**config.mk**
```make
export PLATFORM = sky130hd
export DESIGN_NAME = csv_field_tokenizer_core
export DESIGN_NICKNAME = d
export VERILOG_FILES = /design/src/rtl/core/csvt_pkg.sv /design/src/rtl/core/csvt_dp.sv /design/src/rtl/core/csvt_ctrl.sv /design/src/rtl/core/csv_field_tokenizer_core.sv
export SDC_FILE = /design/constraint.sdc
export NUM_CORES = 1
export LEC_CHECK = 0
export BUFFER_PORTS_ARGS = -buffer_cell sky130_fd_sc_hd__buf_4
export CAP_MARGIN = 5
export CORE_MARGIN = 5
export CORE_UTILIZATION = 55
export DETAILED_ROUTE_END_ITERATION = 7
export PLACE_DENSITY = 0.72
export SYNTH_ARGS = -nofsm -noshare
export SYNTH_HDL_FRONTEND = slang
export SYNTH_HIERARCHICAL = 1
export SYNTH_SLANG_ARGS = --single-unit
```
**constraint.sdc**
```tcl
create_clock -name i_clk -period 4.76 [get_ports i_clk]
set_clock_uncertainty 0.2 [all_clocks]
set_input_delay 0.714 -clock i_clk [delete_from_list [all_inputs] [get_ports i_clk]]
set_output_delay 0.714 -clock i_clk [all_outputs]
set_load 0.03 [all_outputs]
```
**src/rtl/core/csvt_pkg.sv**
```systemverilog
package csvt_pkg;

    // default size of the trailing whitespace buffer
    localparam int PENDING_DEPTH_DEF = 16;

    localparam logic [7:0] CH_QUOTE = 8'h22;
    localparam logic [7:0] CH_COMMA = 8'h2C;
    localparam logic [7:0] CH_SPACE = 8'h20;
    localparam logic [7:0] CH_TAB   = 8'h09;
    localparam logic [7:0] CH_CR    = 8'h0D;
    localparam logic [7:0] CH_LF    = 8'h0A;

    // parse position within the current field
    typedef enum logic [2:0] {
        MODE_START   = 3'd0,
        MODE_QUOTED  = 3'd1,
        MODE_QSEEN   = 3'd2,
        MODE_SWALLOW = 3'd3,
        MODE_DATA    = 3'd4
    } t_mode;

    // transfer sequencer
    typedef enum logic [1:0] {
        SEQ_ACCEPT = 2'd0,
        SEQ_FLUSH  = 2'd1,
        SEQ_TAIL   = 2'd2
    } t_seq;

    typedef enum logic [2:0] {
        ERR_NONE        = 3'd0,
        ERR_AFTER_CLOSE = 3'd1,
        ERR_STRAY_QUOTE = 3'd2,
        ERR_UNTERMINATED = 3'd3,
        ERR_OVERFLOW    = 3'd4
    } t_err;

    // source of the output byte
    typedef enum logic [1:0] {
        OSEL_ITEM = 2'd0,
        OSEL_PEND = 2'd1,
        OSEL_HOLD = 2'd2
    } t_osel;

    typedef struct packed {
        logic byte_valid;
        logic field_done;
        logic row_done;
        logic field_quoted;
        t_err err;
        logic last;
    } t_result;

    typedef struct packed {
        logic    load_out;
        t_osel   osel;
        t_result res;
        logic    push;
        logic    clr_cnt;
        logic    hold_load;
        logic    idx_inc;
        logic    idx_clr;
    } t_dp_cmd;

    typedef struct packed {
        logic slot_free;
        logic count_zero;
        logic count_full;
        logic flush_last;
    } t_dp_sts;

    function automatic logic is_space(input logic [7:0] c);
        return (c == CH_SPACE) || (c == CH_TAB) || (c == CH_CR) || (c == CH_LF);
    endfunction

endpackage

```
**src/rtl/core/csvt_dp.sv**
```systemverilog
module csvt_dp #(
    parameter int PENDING_DEPTH = csvt_pkg::PENDING_DEPTH_DEF
) (
    input  logic              i_clk,
    input  logic              i_rst_n,
    input  logic [7:0]        i_line_byte,
    input  logic              i_stall,
    input  csvt_pkg::t_dp_cmd i_cmd,
    output csvt_pkg::t_dp_sts o_sts,
    output logic              o_valid,
    output logic [7:0]        o_field_byte,
    output csvt_pkg::t_result o_res
);
    import csvt_pkg::*;

    localparam int CNT_W = $clog2(PENDING_DEPTH + 1);
    localparam int IDX_W = (PENDING_DEPTH > 1) ? $clog2(PENDING_DEPTH) : 1;

    logic [7:0]       mem [PENDING_DEPTH];
    logic [7:0]       r_rd_data;
    logic [CNT_W-1:0] r_count;
    logic [CNT_W-1:0] n_count;
    logic [IDX_W-1:0] r_idx;
    logic [IDX_W-1:0] n_idx;
    logic [7:0]       r_hold;
    logic             r_out_valid;
    logic [7:0]       r_out_byte;
    logic [7:0]       n_out_byte;
    t_result          r_out_res;

    always_comb begin
        n_count = r_count;
        if (i_cmd.clr_cnt) begin
            n_count = '0;
        end else if (i_cmd.push) begin
            n_count = r_count + CNT_W'(1);
        end
    end

    always_comb begin
        n_idx = r_idx;
        if (i_cmd.idx_clr) begin
            n_idx = '0;
        end else if (i_cmd.idx_inc) begin
            n_idx = r_idx + IDX_W'(1);
        end
    end

    always_comb begin
        unique case (i_cmd.osel)
            OSEL_PEND: n_out_byte = r_rd_data;
            OSEL_HOLD: n_out_byte = r_hold;
            default:   n_out_byte = i_cmd.res.byte_valid ? i_line_byte : 8'h00;
        endcase
    end

    // pending whitespace buffer, read address follows the next index
    always_ff @(posedge i_clk) begin
        if (i_cmd.push) begin
            mem[r_count[IDX_W-1:0]] <= i_line_byte;
        end
        r_rd_data <= mem[n_idx];
    end

    always_ff @(posedge i_clk) begin
        if (!i_rst_n) begin
            r_count     <= '0;
            r_idx       <= '0;
            r_out_valid <= 1'b0;
        end else begin
            r_count <= n_count;
            r_idx   <= n_idx;
            if (i_cmd.load_out) begin
                r_out_valid <= 1'b1;
            end else if (!i_stall) begin
                r_out_valid <= 1'b0;
            end
        end
    end

    always_ff @(posedge i_clk) begin
        if (i_cmd.hold_load) begin
            r_hold <= i_line_byte;
        end
        if (i_cmd.load_out) begin
            r_out_byte <= n_out_byte;
            r_out_res  <= i_cmd.res;
        end
    end

    assign o_sts.slot_free  = !r_out_valid || !i_stall;
    assign o_sts.count_zero = (r_count == '0);
    assign o_sts.count_full = (r_count >= CNT_W'(PENDING_DEPTH));
    assign o_sts.flush_last = ((CNT_W'(r_idx) + CNT_W'(1)) == r_count);

    assign o_valid      = r_out_valid;
    assign o_field_byte = r_out_byte;
    assign o_res        = r_out_res;

endmodule

```
**src/rtl/core/csvt_ctrl.sv**
```systemverilog
module csvt_ctrl (
    input  logic              i_clk,
    input  logic              i_rst_n,
    input  logic              i_valid,
    input  logic [7:0]        i_line_byte,
    input  logic              i_end_of_line,
    input  csvt_pkg::t_dp_sts i_sts,
    output logic              o_stall,
    output csvt_pkg::t_dp_cmd o_cmd
);
    import csvt_pkg::*;

    t_seq    r_seq;
    t_seq    n_seq;
    t_mode   r_mode;
    t_mode   n_mode;
    logic    r_nonempty;
    logic    n_nonempty;
    logic    acc;
    logic    is_sp;

    // per-item decode
    logic    d_has_res;
    t_result d_res;
    t_mode   d_mode;
    logic    d_nonempty;
    logic    d_push;
    logic    d_clr;
    logic    d_flush;

    assign acc   = i_valid && (r_seq == SEQ_ACCEPT) && i_sts.slot_free;
    assign is_sp = is_space(i_line_byte);

    always_comb begin
        d_has_res  = 1'b0;
        d_res      = '0;
        d_res.err  = ERR_NONE;
        d_res.last = 1'b1;
        d_mode     = r_mode;
        d_nonempty = r_nonempty;
        d_push     = 1'b0;
        d_clr      = 1'b0;
        d_flush    = 1'b0;
        unique case (r_mode)
            MODE_SWALLOW: begin
                if (i_end_of_line) begin
                    d_mode     = MODE_START;
                    d_nonempty = 1'b0;
                    d_clr      = 1'b1;
                end
            end
            MODE_QUOTED: begin
                if (i_end_of_line) begin
                    d_has_res       = 1'b1;
                    d_res.row_done  = 1'b1;
                    d_res.err       = ERR_UNTERMINATED;
                    d_mode          = MODE_SWALLOW;
                    d_nonempty      = 1'b0;
                    d_clr           = 1'b1;
                end else if (i_line_byte == CH_QUOTE) begin
                    d_mode = MODE_QSEEN;
                end else begin
                    d_has_res        = 1'b1;
                    d_res.byte_valid = 1'b1;
                end
            end
            MODE_QSEEN: begin
                if (i_end_of_line || i_line_byte == CH_COMMA) begin
                    d_has_res          = 1'b1;
                    d_res.field_done   = 1'b1;
                    d_res.row_done     = i_end_of_line;
                    d_res.field_quoted = 1'b1;
                    d_mode             = MODE_START;
                    d_nonempty         = 1'b0;
                    d_clr              = 1'b1;
                end else if (i_line_byte == CH_QUOTE) begin
                    d_has_res        = 1'b1;
                    d_res.byte_valid = 1'b1;
                    d_mode           = MODE_QUOTED;
                end else begin
                    d_has_res      = 1'b1;
                    d_res.row_done = 1'b1;
                    d_res.err      = ERR_AFTER_CLOSE;
                    d_mode         = MODE_SWALLOW;
                    d_nonempty     = 1'b0;
                    d_clr          = 1'b1;
                end
            end
            MODE_DATA: begin
                if (i_end_of_line || i_line_byte == CH_COMMA) begin
                    d_has_res        = 1'b1;
                    d_res.field_done = 1'b1;
                    d_res.row_done   = i_end_of_line;
                    d_mode           = MODE_START;
                    d_nonempty       = 1'b0;
                    d_clr            = 1'b1;
                end else if (i_line_byte == CH_QUOTE || (is_sp && i_sts.count_full)) begin
                    d_has_res      = 1'b1;
                    d_res.row_done = 1'b1;
                    d_res.err      = (i_line_byte == CH_QUOTE) ? ERR_STRAY_QUOTE
                                                               : ERR_OVERFLOW;
                    d_mode         = MODE_SWALLOW;
                    d_nonempty     = 1'b0;
                    d_clr          = 1'b1;
                end else if (is_sp) begin
                    d_push = 1'b1;
                end else if (i_sts.count_zero) begin
                    d_has_res        = 1'b1;
                    d_res.byte_valid = 1'b1;
                end else begin
                    d_flush = 1'b1;
                end
            end
            default: begin
                if (i_end_of_line || i_line_byte == CH_COMMA) begin
                    d_has_res        = 1'b1;
                    d_res.field_done = 1'b1;
                    d_res.row_done   = i_end_of_line;
                    d_mode           = MODE_START;
                    d_nonempty       = 1'b0;
                    d_clr            = 1'b1;
                end else if (i_line_byte == CH_QUOTE) begin
                    if (r_nonempty) begin
                        d_has_res      = 1'b1;
                        d_res.row_done = 1'b1;
                        d_res.err      = ERR_STRAY_QUOTE;
                        d_mode         = MODE_SWALLOW;
                        d_nonempty     = 1'b0;
                        d_clr          = 1'b1;
                    end else begin
                        d_mode = MODE_QUOTED;
                    end
                end else if (is_sp) begin
                    d_mode     = MODE_START;
                    d_nonempty = 1'b1;
                end else begin
                    d_has_res        = 1'b1;
                    d_res.byte_valid = 1'b1;
                    d_mode           = MODE_DATA;
                    d_nonempty       = 1'b1;
                    d_clr            = 1'b1;
                end
            end
        endcase
    end

    // next state
    always_comb begin
        n_seq      = r_seq;
        n_mode     = r_mode;
        n_nonempty = r_nonempty;
        unique case (r_seq)
            SEQ_ACCEPT: begin
                if (acc) begin
                    n_mode     = d_mode;
                    n_nonempty = d_nonempty;
                    if (d_flush) begin
                        n_seq = SEQ_FLUSH;
                    end
                end
            end
            SEQ_FLUSH: begin
                if (i_sts.slot_free && i_sts.flush_last) begin
                    n_seq = SEQ_TAIL;
                end
            end
            SEQ_TAIL: begin
                if (i_sts.slot_free) begin
                    n_seq = SEQ_ACCEPT;
                end
            end
            default: begin
                n_seq = SEQ_ACCEPT;
            end
        endcase
    end

    // outputs
    always_comb begin
        o_cmd            = '0;
        o_cmd.osel       = OSEL_ITEM;
        o_cmd.res.err    = ERR_NONE;
        o_stall          = 1'b1;
        unique case (r_seq)
            SEQ_ACCEPT: begin
                o_stall         = !i_sts.slot_free;
                o_cmd.load_out  = acc && d_has_res;
                o_cmd.res       = d_res;
                o_cmd.push      = acc && d_push;
                o_cmd.clr_cnt   = acc && d_clr;
                o_cmd.hold_load = acc && d_flush;
            end
            SEQ_FLUSH: begin
                o_cmd.load_out       = i_sts.slot_free;
                o_cmd.osel           = OSEL_PEND;
                o_cmd.res.byte_valid = 1'b1;
                o_cmd.res.last       = 1'b0;
                o_cmd.idx_inc        = i_sts.slot_free && !i_sts.flush_last;
                o_cmd.idx_clr        = i_sts.slot_free && i_sts.flush_last;
            end
            SEQ_TAIL: begin
                o_cmd.load_out       = i_sts.slot_free;
                o_cmd.osel           = OSEL_HOLD;
                o_cmd.res.byte_valid = 1'b1;
                o_cmd.res.last       = 1'b1;
                o_cmd.clr_cnt        = i_sts.slot_free;
            end
            default: begin
                o_stall = 1'b1;
            end
        endcase
    end

    always_ff @(posedge i_clk) begin
        if (!i_rst_n) begin
            r_seq      <= SEQ_ACCEPT;
            r_mode     <= MODE_START;
            r_nonempty <= 1'b0;
        end else begin
            r_seq      <= n_seq;
            r_mode     <= n_mode;
            r_nonempty <= n_nonempty;
        end
    end

endmodule

```
**src/rtl/core/csv_field_tokenizer_core.sv**
```systemverilog
// csv field tokenizer: takes one byte of a csv line per transfer (or an
// end-of-line mark) and returns field content bytes, a field close result per
// field and a row close result, with rfc 4180 style quoting. quoted fields are
// kept verbatim and a doubled quote gives one quote; unquoted fields lose
// leading and trailing space, tab, cr and lf. whitespace inside an unquoted
// field waits in a pending buffer of PENDING_DEPTH bytes until a later
// non-space byte of the same field arrives. errors (text after a closing
// quote, stray quote, unterminated quote, pending buffer overflow) close the
// row with o_row_done and o_error_kind set, and the rest of the line (for an
// unterminated quote, all the next line) is dropped up to its end-of-line
// mark. rate: one transfer per cycle while results are taken; a byte that
// frees buffered whitespace holds the input while those bytes, then itself,
// go out, as the buffer memory gives one byte per cycle. o_last_of_run flags
// the last result of a transfer. the buffer needs no clearing after reset.
module csv_field_tokenizer_core #(
    parameter int PENDING_DEPTH = csvt_pkg::PENDING_DEPTH_DEF
) (
    input  logic       i_clk,
    input  logic       i_rst_n,
    // input bytes
    input  logic       i_valid,
    output logic       o_stall,
    input  logic [7:0] i_line_byte,
    input  logic       i_end_of_line,
    // results
    output logic       o_valid,
    input  logic       i_stall,
    output logic [7:0] o_field_byte,
    output logic       o_byte_valid,
    output logic       o_field_done,
    output logic       o_row_done,
    output logic       o_field_quoted,
    output logic [2:0] o_error_kind,
    output logic       o_last_of_run
);
    import csvt_pkg::*;

    t_dp_cmd cmd;
    t_dp_sts sts;
    t_result res;

    // controller: parse mode, per-transfer decode and the flush sequencer
    csvt_ctrl u_ctrl (
        .i_clk         (i_clk),
        .i_rst_n       (i_rst_n),
        .i_valid       (i_valid),
        .i_line_byte   (i_line_byte),
        .i_end_of_line (i_end_of_line),
        .i_sts         (sts),
        .o_stall       (o_stall),
        .o_cmd         (cmd)
    );

    // datapath: pending whitespace memory, counters and the output register
    csvt_dp #(
        .PENDING_DEPTH (PENDING_DEPTH)
    ) u_dp (
        .i_clk        (i_clk),
        .i_rst_n      (i_rst_n),
        .i_line_byte  (i_line_byte),
        .i_stall      (i_stall),
        .i_cmd        (cmd),
        .o_sts        (sts),
        .o_valid      (o_valid),
        .o_field_byte (o_field_byte),
        .o_res        (res)
    );

    assign o_byte_valid   = res.byte_valid;
    assign o_field_done   = res.field_done;
    assign o_row_done     = res.row_done;
    assign o_field_quoted = res.field_quoted;
    assign o_error_kind   = res.err;
    assign o_last_of_run  = res.last;

endmodule

```
==> results of run 1 <==
==> cells by family (layout without fill, tap and decap cells) <==
group,Yosys count,in the layout,share of synthesized area
compound gates,216,216,0.179
xor+xnor,13,13,0.0150
simple gates,255,255,0.147
mux,19,19,0.0215
fa+ha+maj,12,12,0.0167
buf+inv,87,104,0.0500
flops,176,176,0.571
==> report_power, final <==
part	switching (mW)	leakage [nW]	internal, mW
Combinational	0.0982	1.71	0.0467
Sequential	0.00947	1.58	1.69
Clock	0.624	0.302	0.800
Total	0.731	3.59	2.53
==> sequential cells by signal (all words and copies together) (netlist names) <==
signal / flops
u_dp/mem: 128
u_dp/o_field_byte: 8
u_dp/o_res: 8
u_dp/r_hold: 8
u_dp/r_rd_data: 8
u_dp/r_count: 5
u_dp/r_idx: 4
u_ctrl/r_mode: 3
u_ctrl/r_seq: 2
u_ctrl/r_nonempty: 1
u_dp/o_valid: 1
==> cells in the mapped netlist (all sizes together) (18+ instances only) <==
cell type / instances
a22oi: 26
buf: 36
clkbuf: 26
dfxtp: 24
edfxtp: 152
inv: 25
mux2i: 19
nand2: 55
nor2: 94
nor2b: 18
o211ai: 25
o21ai: 38
o22ai: 28
==> worst max-delay path, stage by stage, from the launching register on <==
cell       delay (ns)
dfxtp_1          0.49
ha_1             0.41
nand2_1          0.11
nor2_1           0.11
nor3_1           0.06
a211o_1          0.27
a2111oi_0        0.36
buf_4            0.20
and3_1           0.34
buf_4            0.39
or2_1            0.38
o21ai_0          0.17
and3_1           0.27
o31ai_1          0.27
==> worst paths after layout <==
| kind | slack, ns | startpoint | cells past startpoint | to |
|---|---|---|---|---|
| setup / recovery | 0.63 | u_dp/r_idx[1] | 13 | u_dp/r_rd_data[2] |
| setup reg to reg | 0.63 | u_dp/r_idx[1] | 13 | u_dp/r_rd_data[2] |
| hold / removal | 0.34 | u_dp/o_valid | 2 | u_dp/o_valid |
| hold reg to reg | 0.34 | u_dp/o_valid | 2 | u_dp/o_valid |
==> routing by layer <==
layer | vias to the layer above | track usage
met1 | 3103 | 0.328
met5 | - | 0
met2 | 285 | 0.389
met3 | 38 | 0.0434
met4 | 0 | 0.0812
li1 | 2954 | -
==> cell type report <==
class                   instances  area [sq um]
clock buffers                  17           425
clock inverters                15           191
fillers                      1260          6080
inverters                      25          96.3
multi-input cells             515          3350
flip-flops and latches        176          5050
well taps                     216           270
repair buffers                 47           365
==> through the flow <==
stage,setup WS (ns),total power [mW],util
2_1_floorplan,1.31,1.81,-
3_5_place_dp,0.787,1.88,0.577
6_report,0.627,3.27,0.616
5_1_grt,0.237,3.36,0.616
3_3_place_gp,0.839,1.87,0.577
4_1_cts,0.723,3.28,0.616
==> impl_metrics.json, run 1 <==
{
  "status": "finished, final reports clean",
  "cts_made_buffers": 17,
  "final.setup.tns_ns": 0,
  "p_leak_nw": 3.59,
  "cp-start-kind": "flop",
  "wl_per_cell_um": 21.6,
  "final_cell_count_no_fill": 1011,
  "portBuffers": 30,
  "critical_path_class": "flop to flop",
  "synth_top_cell_area_share": 0.517,
  "wl_met2_mm": 10.7,
  "yosys_warnings": 6,
  "globalRouteOverflowTotal": 0,
  "synthCells": 778,
  "hold_viol_final": 0,
  "gp_congestion": 0.901,
  "die_w_um": 137,
  "synthTopCellsByArea": "edfxtp_1 52%, dfxtp_1 5.4%, nor2_1 4.0%",
  "top_layer": "met4",
  "syn_avg_cell_area_sq_um": 11.4,
  "wl_met1_mm": 9.29,
  "worstHoldPathType": "flop to flop",
  "initial_core_util": 0.558,
  "power_density_nw_per_um2": 335,
  "clk_latency_ns": 0.43,
  "wl_mm": 21.8,
  "core_sq_um": 15800,
  "fin_area_sq_um": 9750,
  "ys.flop_type": "edfxtp_1",
  "diodes": 0,
  "vias_per_cell": 6.31,
  "rows": 46,
  "vias": 6380,
  "finalCritPeriodShare": 0.868,
  "ir_drop_mv": 0.229,
  "ys_ff_latch": 176,
  "synth_area_leader_cell": "edfxtp_1",
  "fin_hold_ws_ns": 0.341,
  "num-nets-final": 806,
  "dp_hpwl_mm": 14.3,
  "clockRootBuffer": "clkbuf_16",
  "drc": 0,
  "path_clk_slew_ns": 0.07,
  "post_cts_resized": 0,
  "setup_viol": 0,
  "grt_pass1_wl_mm": 33.7,
  "syn_area_sq_um": 8830,
  "htree_levels": 4,
  "relSlewSlack": 0.437,
  "drt_iter0_markers": 646,
  "fp.dieArea_sq_um": 18700,
  "cp_max_fo": 31,
  "area_growth_pct": 10.4,
  "grt_pass1_vias": 5976,
  "tritoncts": "yes",
  "placed_area_sq_um": 9130,
  "max_freq_mhz": 242,
  "grtUsageTotal": 0.240,
  "tightest_slew_ns": 0.844,
  "dp.cells": 979,
  "finalMaxSlewViolations": 0,
  "antenna_found_initial": 0,
  "maxCapViolCount": 0,
  "grt_max_degree": 42,
  "final_common_cell": "edfxtp_1",
  "wl_met3_mm": 1.34,
  "finalCriticalPeriod_ns": 4.13,
  "die_h_um": 137,
  "end_kind": "flop",
  "boundaryPins": 31,
  "drive_gt1_frac": 0.132,
  "yosysSeqAreaShare": 0.571,
  "synth_cell_type_count": 77,
  "final_cell_mix": "152 x edfxtp_1, 93 x nor2_1, 55 x nand2_1",
  "rsz0062_at_grt": "no",
  "dr.pass1.iters": 6,
  "clockBufferDepth": 2,
  "hold_buffers": 0,
  "synth_edf_count": 152,
  "syn_nets": 802,
  "post_cts_buffers": 0,
  "crit_arrival_ns": 4.27,
  "postRouteAntennaNets": 0,
  "cts_sinks": 176,
  "synthArstFlopShare": 0,
  "worstPathRequired_ns": 4.89
}
Power figures use the tool's default switching activity.
==> run 2, diff against run 1 <==
--- a/config.mk
+++ b/config.mk
@@ -9,6 +9,7 @@
 export CAP_MARGIN = 5
 export CORE_MARGIN = 5
 export CORE_UTILIZATION = 55
+export CTS_BUF_LIST = sky130_fd_sc_hd__clkbuf_8
 export DETAILED_ROUTE_END_ITERATION = 7
 export PLACE_DENSITY = 0.72
 export SYNTH_ARGS = -nofsm -noshare
==> run 2 against run 1 <==
Compared with the run above:
- final cell count about the same
- critical endpoint unchanged
- highest routed layer unchanged
- via count is 0.20% lower
- critical path depth is the same
- clock power fell by 24%
==> impl_metrics.json, run 2 (synthesis gave the netlist of run 1 again) <==
{
  "hold_buffers": 0,
  "htree_levels": 4,
  "post_cts_resized": 0,
  "p_leak_nw": 3.50,
  "num-nets-final": 806,
  "rows": 46,
  "globalRouteOverflowTotal": 0,
  "worstHoldPathType": "input pin to flop",
  "path_clk_slew_ns": 0.10,
  "dp_hpwl_mm": 14.3,
  "finalCritPeriodShare": 0.856,
  "drive_gt1_frac": 0.132,
  "fin_util": 0.604,
  "vias": 6367,
  "core_sq_um": 15800,
  "hold_viol_final": 0,
  "rsz0062_at_grt": "no",
  "die_h_um": 137,
  "slowest_delay_ns": 0.50,
  "critical_path_class": "flop to flop",
  "dr.pass1.iters": 5,
  "wl_per_cell_um": 21.5,
  "crit_buf_inv": 2,
  "tritoncts": "yes",
  "finalCriticalPeriod_ns": 4.07,
  "hold_path_depth": 3,
  "initial_core_util": 0.558,
  "drt_iter0_markers": 554,
  "cp_top_family": "simple AND/OR/NAND/NOR gates",
  "cts_sinks": 176,
  "boundaryPins": 31,
  "portBuffers": 30,
  "crit_chain": "ha_1, nand2_1, nor2_1, nor3_1, a211o_1, a2111oi_0, buf_4, and3_1, buf_4, or2_1, o21ai_0, and3_1, o31ai_1",
  "final_cell_mix": "152 x edfxtp_1, 93 x nor2_1, 55 x nand2_1",
  "grt_pass1_wl_mm": 33.3,
  "setup_viol": 0,
  "post_cts_buffers": 0,
  "ir_drop_mv": 0.168,
  "finalMaxSlewViolations": 0,
  "cp-start-kind": "flop",
  "grtUsageTotal": 0.238,
  "crit_arrival_ns": 4.24,
  "fin_hold_ws_ns": 0.307,
  "grt_max_degree": 42,
  "cp_max_fo": 31,
  "reg2reg_depth": 13,
  "slowest_stage": "dfxtp_1",
  "pre_cts_ws_ns": 0.787,
  "final.setup.tns_ns": 0,
  "tightest_slew_ns": 0.838,
  "maxCapViolCount": 0,
  "clockRootBuffer": "clkbuf_8",
  "postRouteAntennaNets": 0,
  "relSlewSlack": 0.441,
  "end_kind": "flop",
  "area_growth_pct": 8.23,
  "wl_mm": 21.7,
  "largest_register_ffs": 128,
  "final_common_cell": "edfxtp_1",
  "setup_ws_ns": 0.686,
  "grt_pass1_vias": 6017,
  "die_w_um": 137,
  "cts_made_buffers": 17,
  "gp_congestion": 0.901,
  "cp_num_cells": 13,
  "max_freq_mhz": 245,
  "fp.dieArea_sq_um": 18700,
  "vias_per_cell": 6.29,
  "clk_latency_ns": 0.47,
  "clockBufferDepth": 2,
  "antenna_found_initial": 0,
  "status": "finished, final reports clean",
  "power_density_nw_per_um2": 305,
  "worstPathRequired_ns": 4.93,
  "drc": 0
}
run 2: tightest hold or removal path: cells and delay by family:
kind / cells / cell delay, ns
compound gates: 1 / 0.06
simple gates: 1 / 0.08
buf+inv: 1 / 0.09
run 2: final timing paths:
check	from	to	slack, ns
worst max-delay path	u_dp/r_idx[1]	u_dp/r_rd_data[2]	0.69
worst min-delay path	i_stall	u_dp/o_valid	0.31
worst max register to register	u_dp/r_idx[1]	u_dp/r_rd_data[2]	0.69
worst min register to register	u_dp/o_valid	u_dp/o_valid	0.35
run 2: final cells by class:
cell class              count  area [sq um]
repair buffers             47           365
multi-input cells         515          3350
clock inverters            15           191
well taps                 216           270
diodes                      1          2.50
fillers                  1287          6270
inverters                  25          96.3
clock buffers              17           234
flip-flops and latches    176          5050
run 2: metrics by stage:
stage	std cells	total power, mW	instance area [sq um]
floorplan	778	1.81	8830
global placement	979	1.87	9130
detailed placement	979	1.88	9130
CTS	1011	2.94	9560
global route	1011	3.01	9560
finish	1012	2.92	9560
run 2: power by group:
part,internal [mW],total [mW],switching [mW]
clock,0.493,1.08,0.583
combinational,0.0467,0.145,0.0981
sequential,1.69,1.70,0.00975
run 2: layer usage:
metal	up-vias	GRT usage	share of wire
met2	250	0.380	0.49
met3	38	0.0574	0.062
li1	2951	-	-
met4	0	0.0840	0.024
met5	-	0	0
met1	3128	0.320	0.43
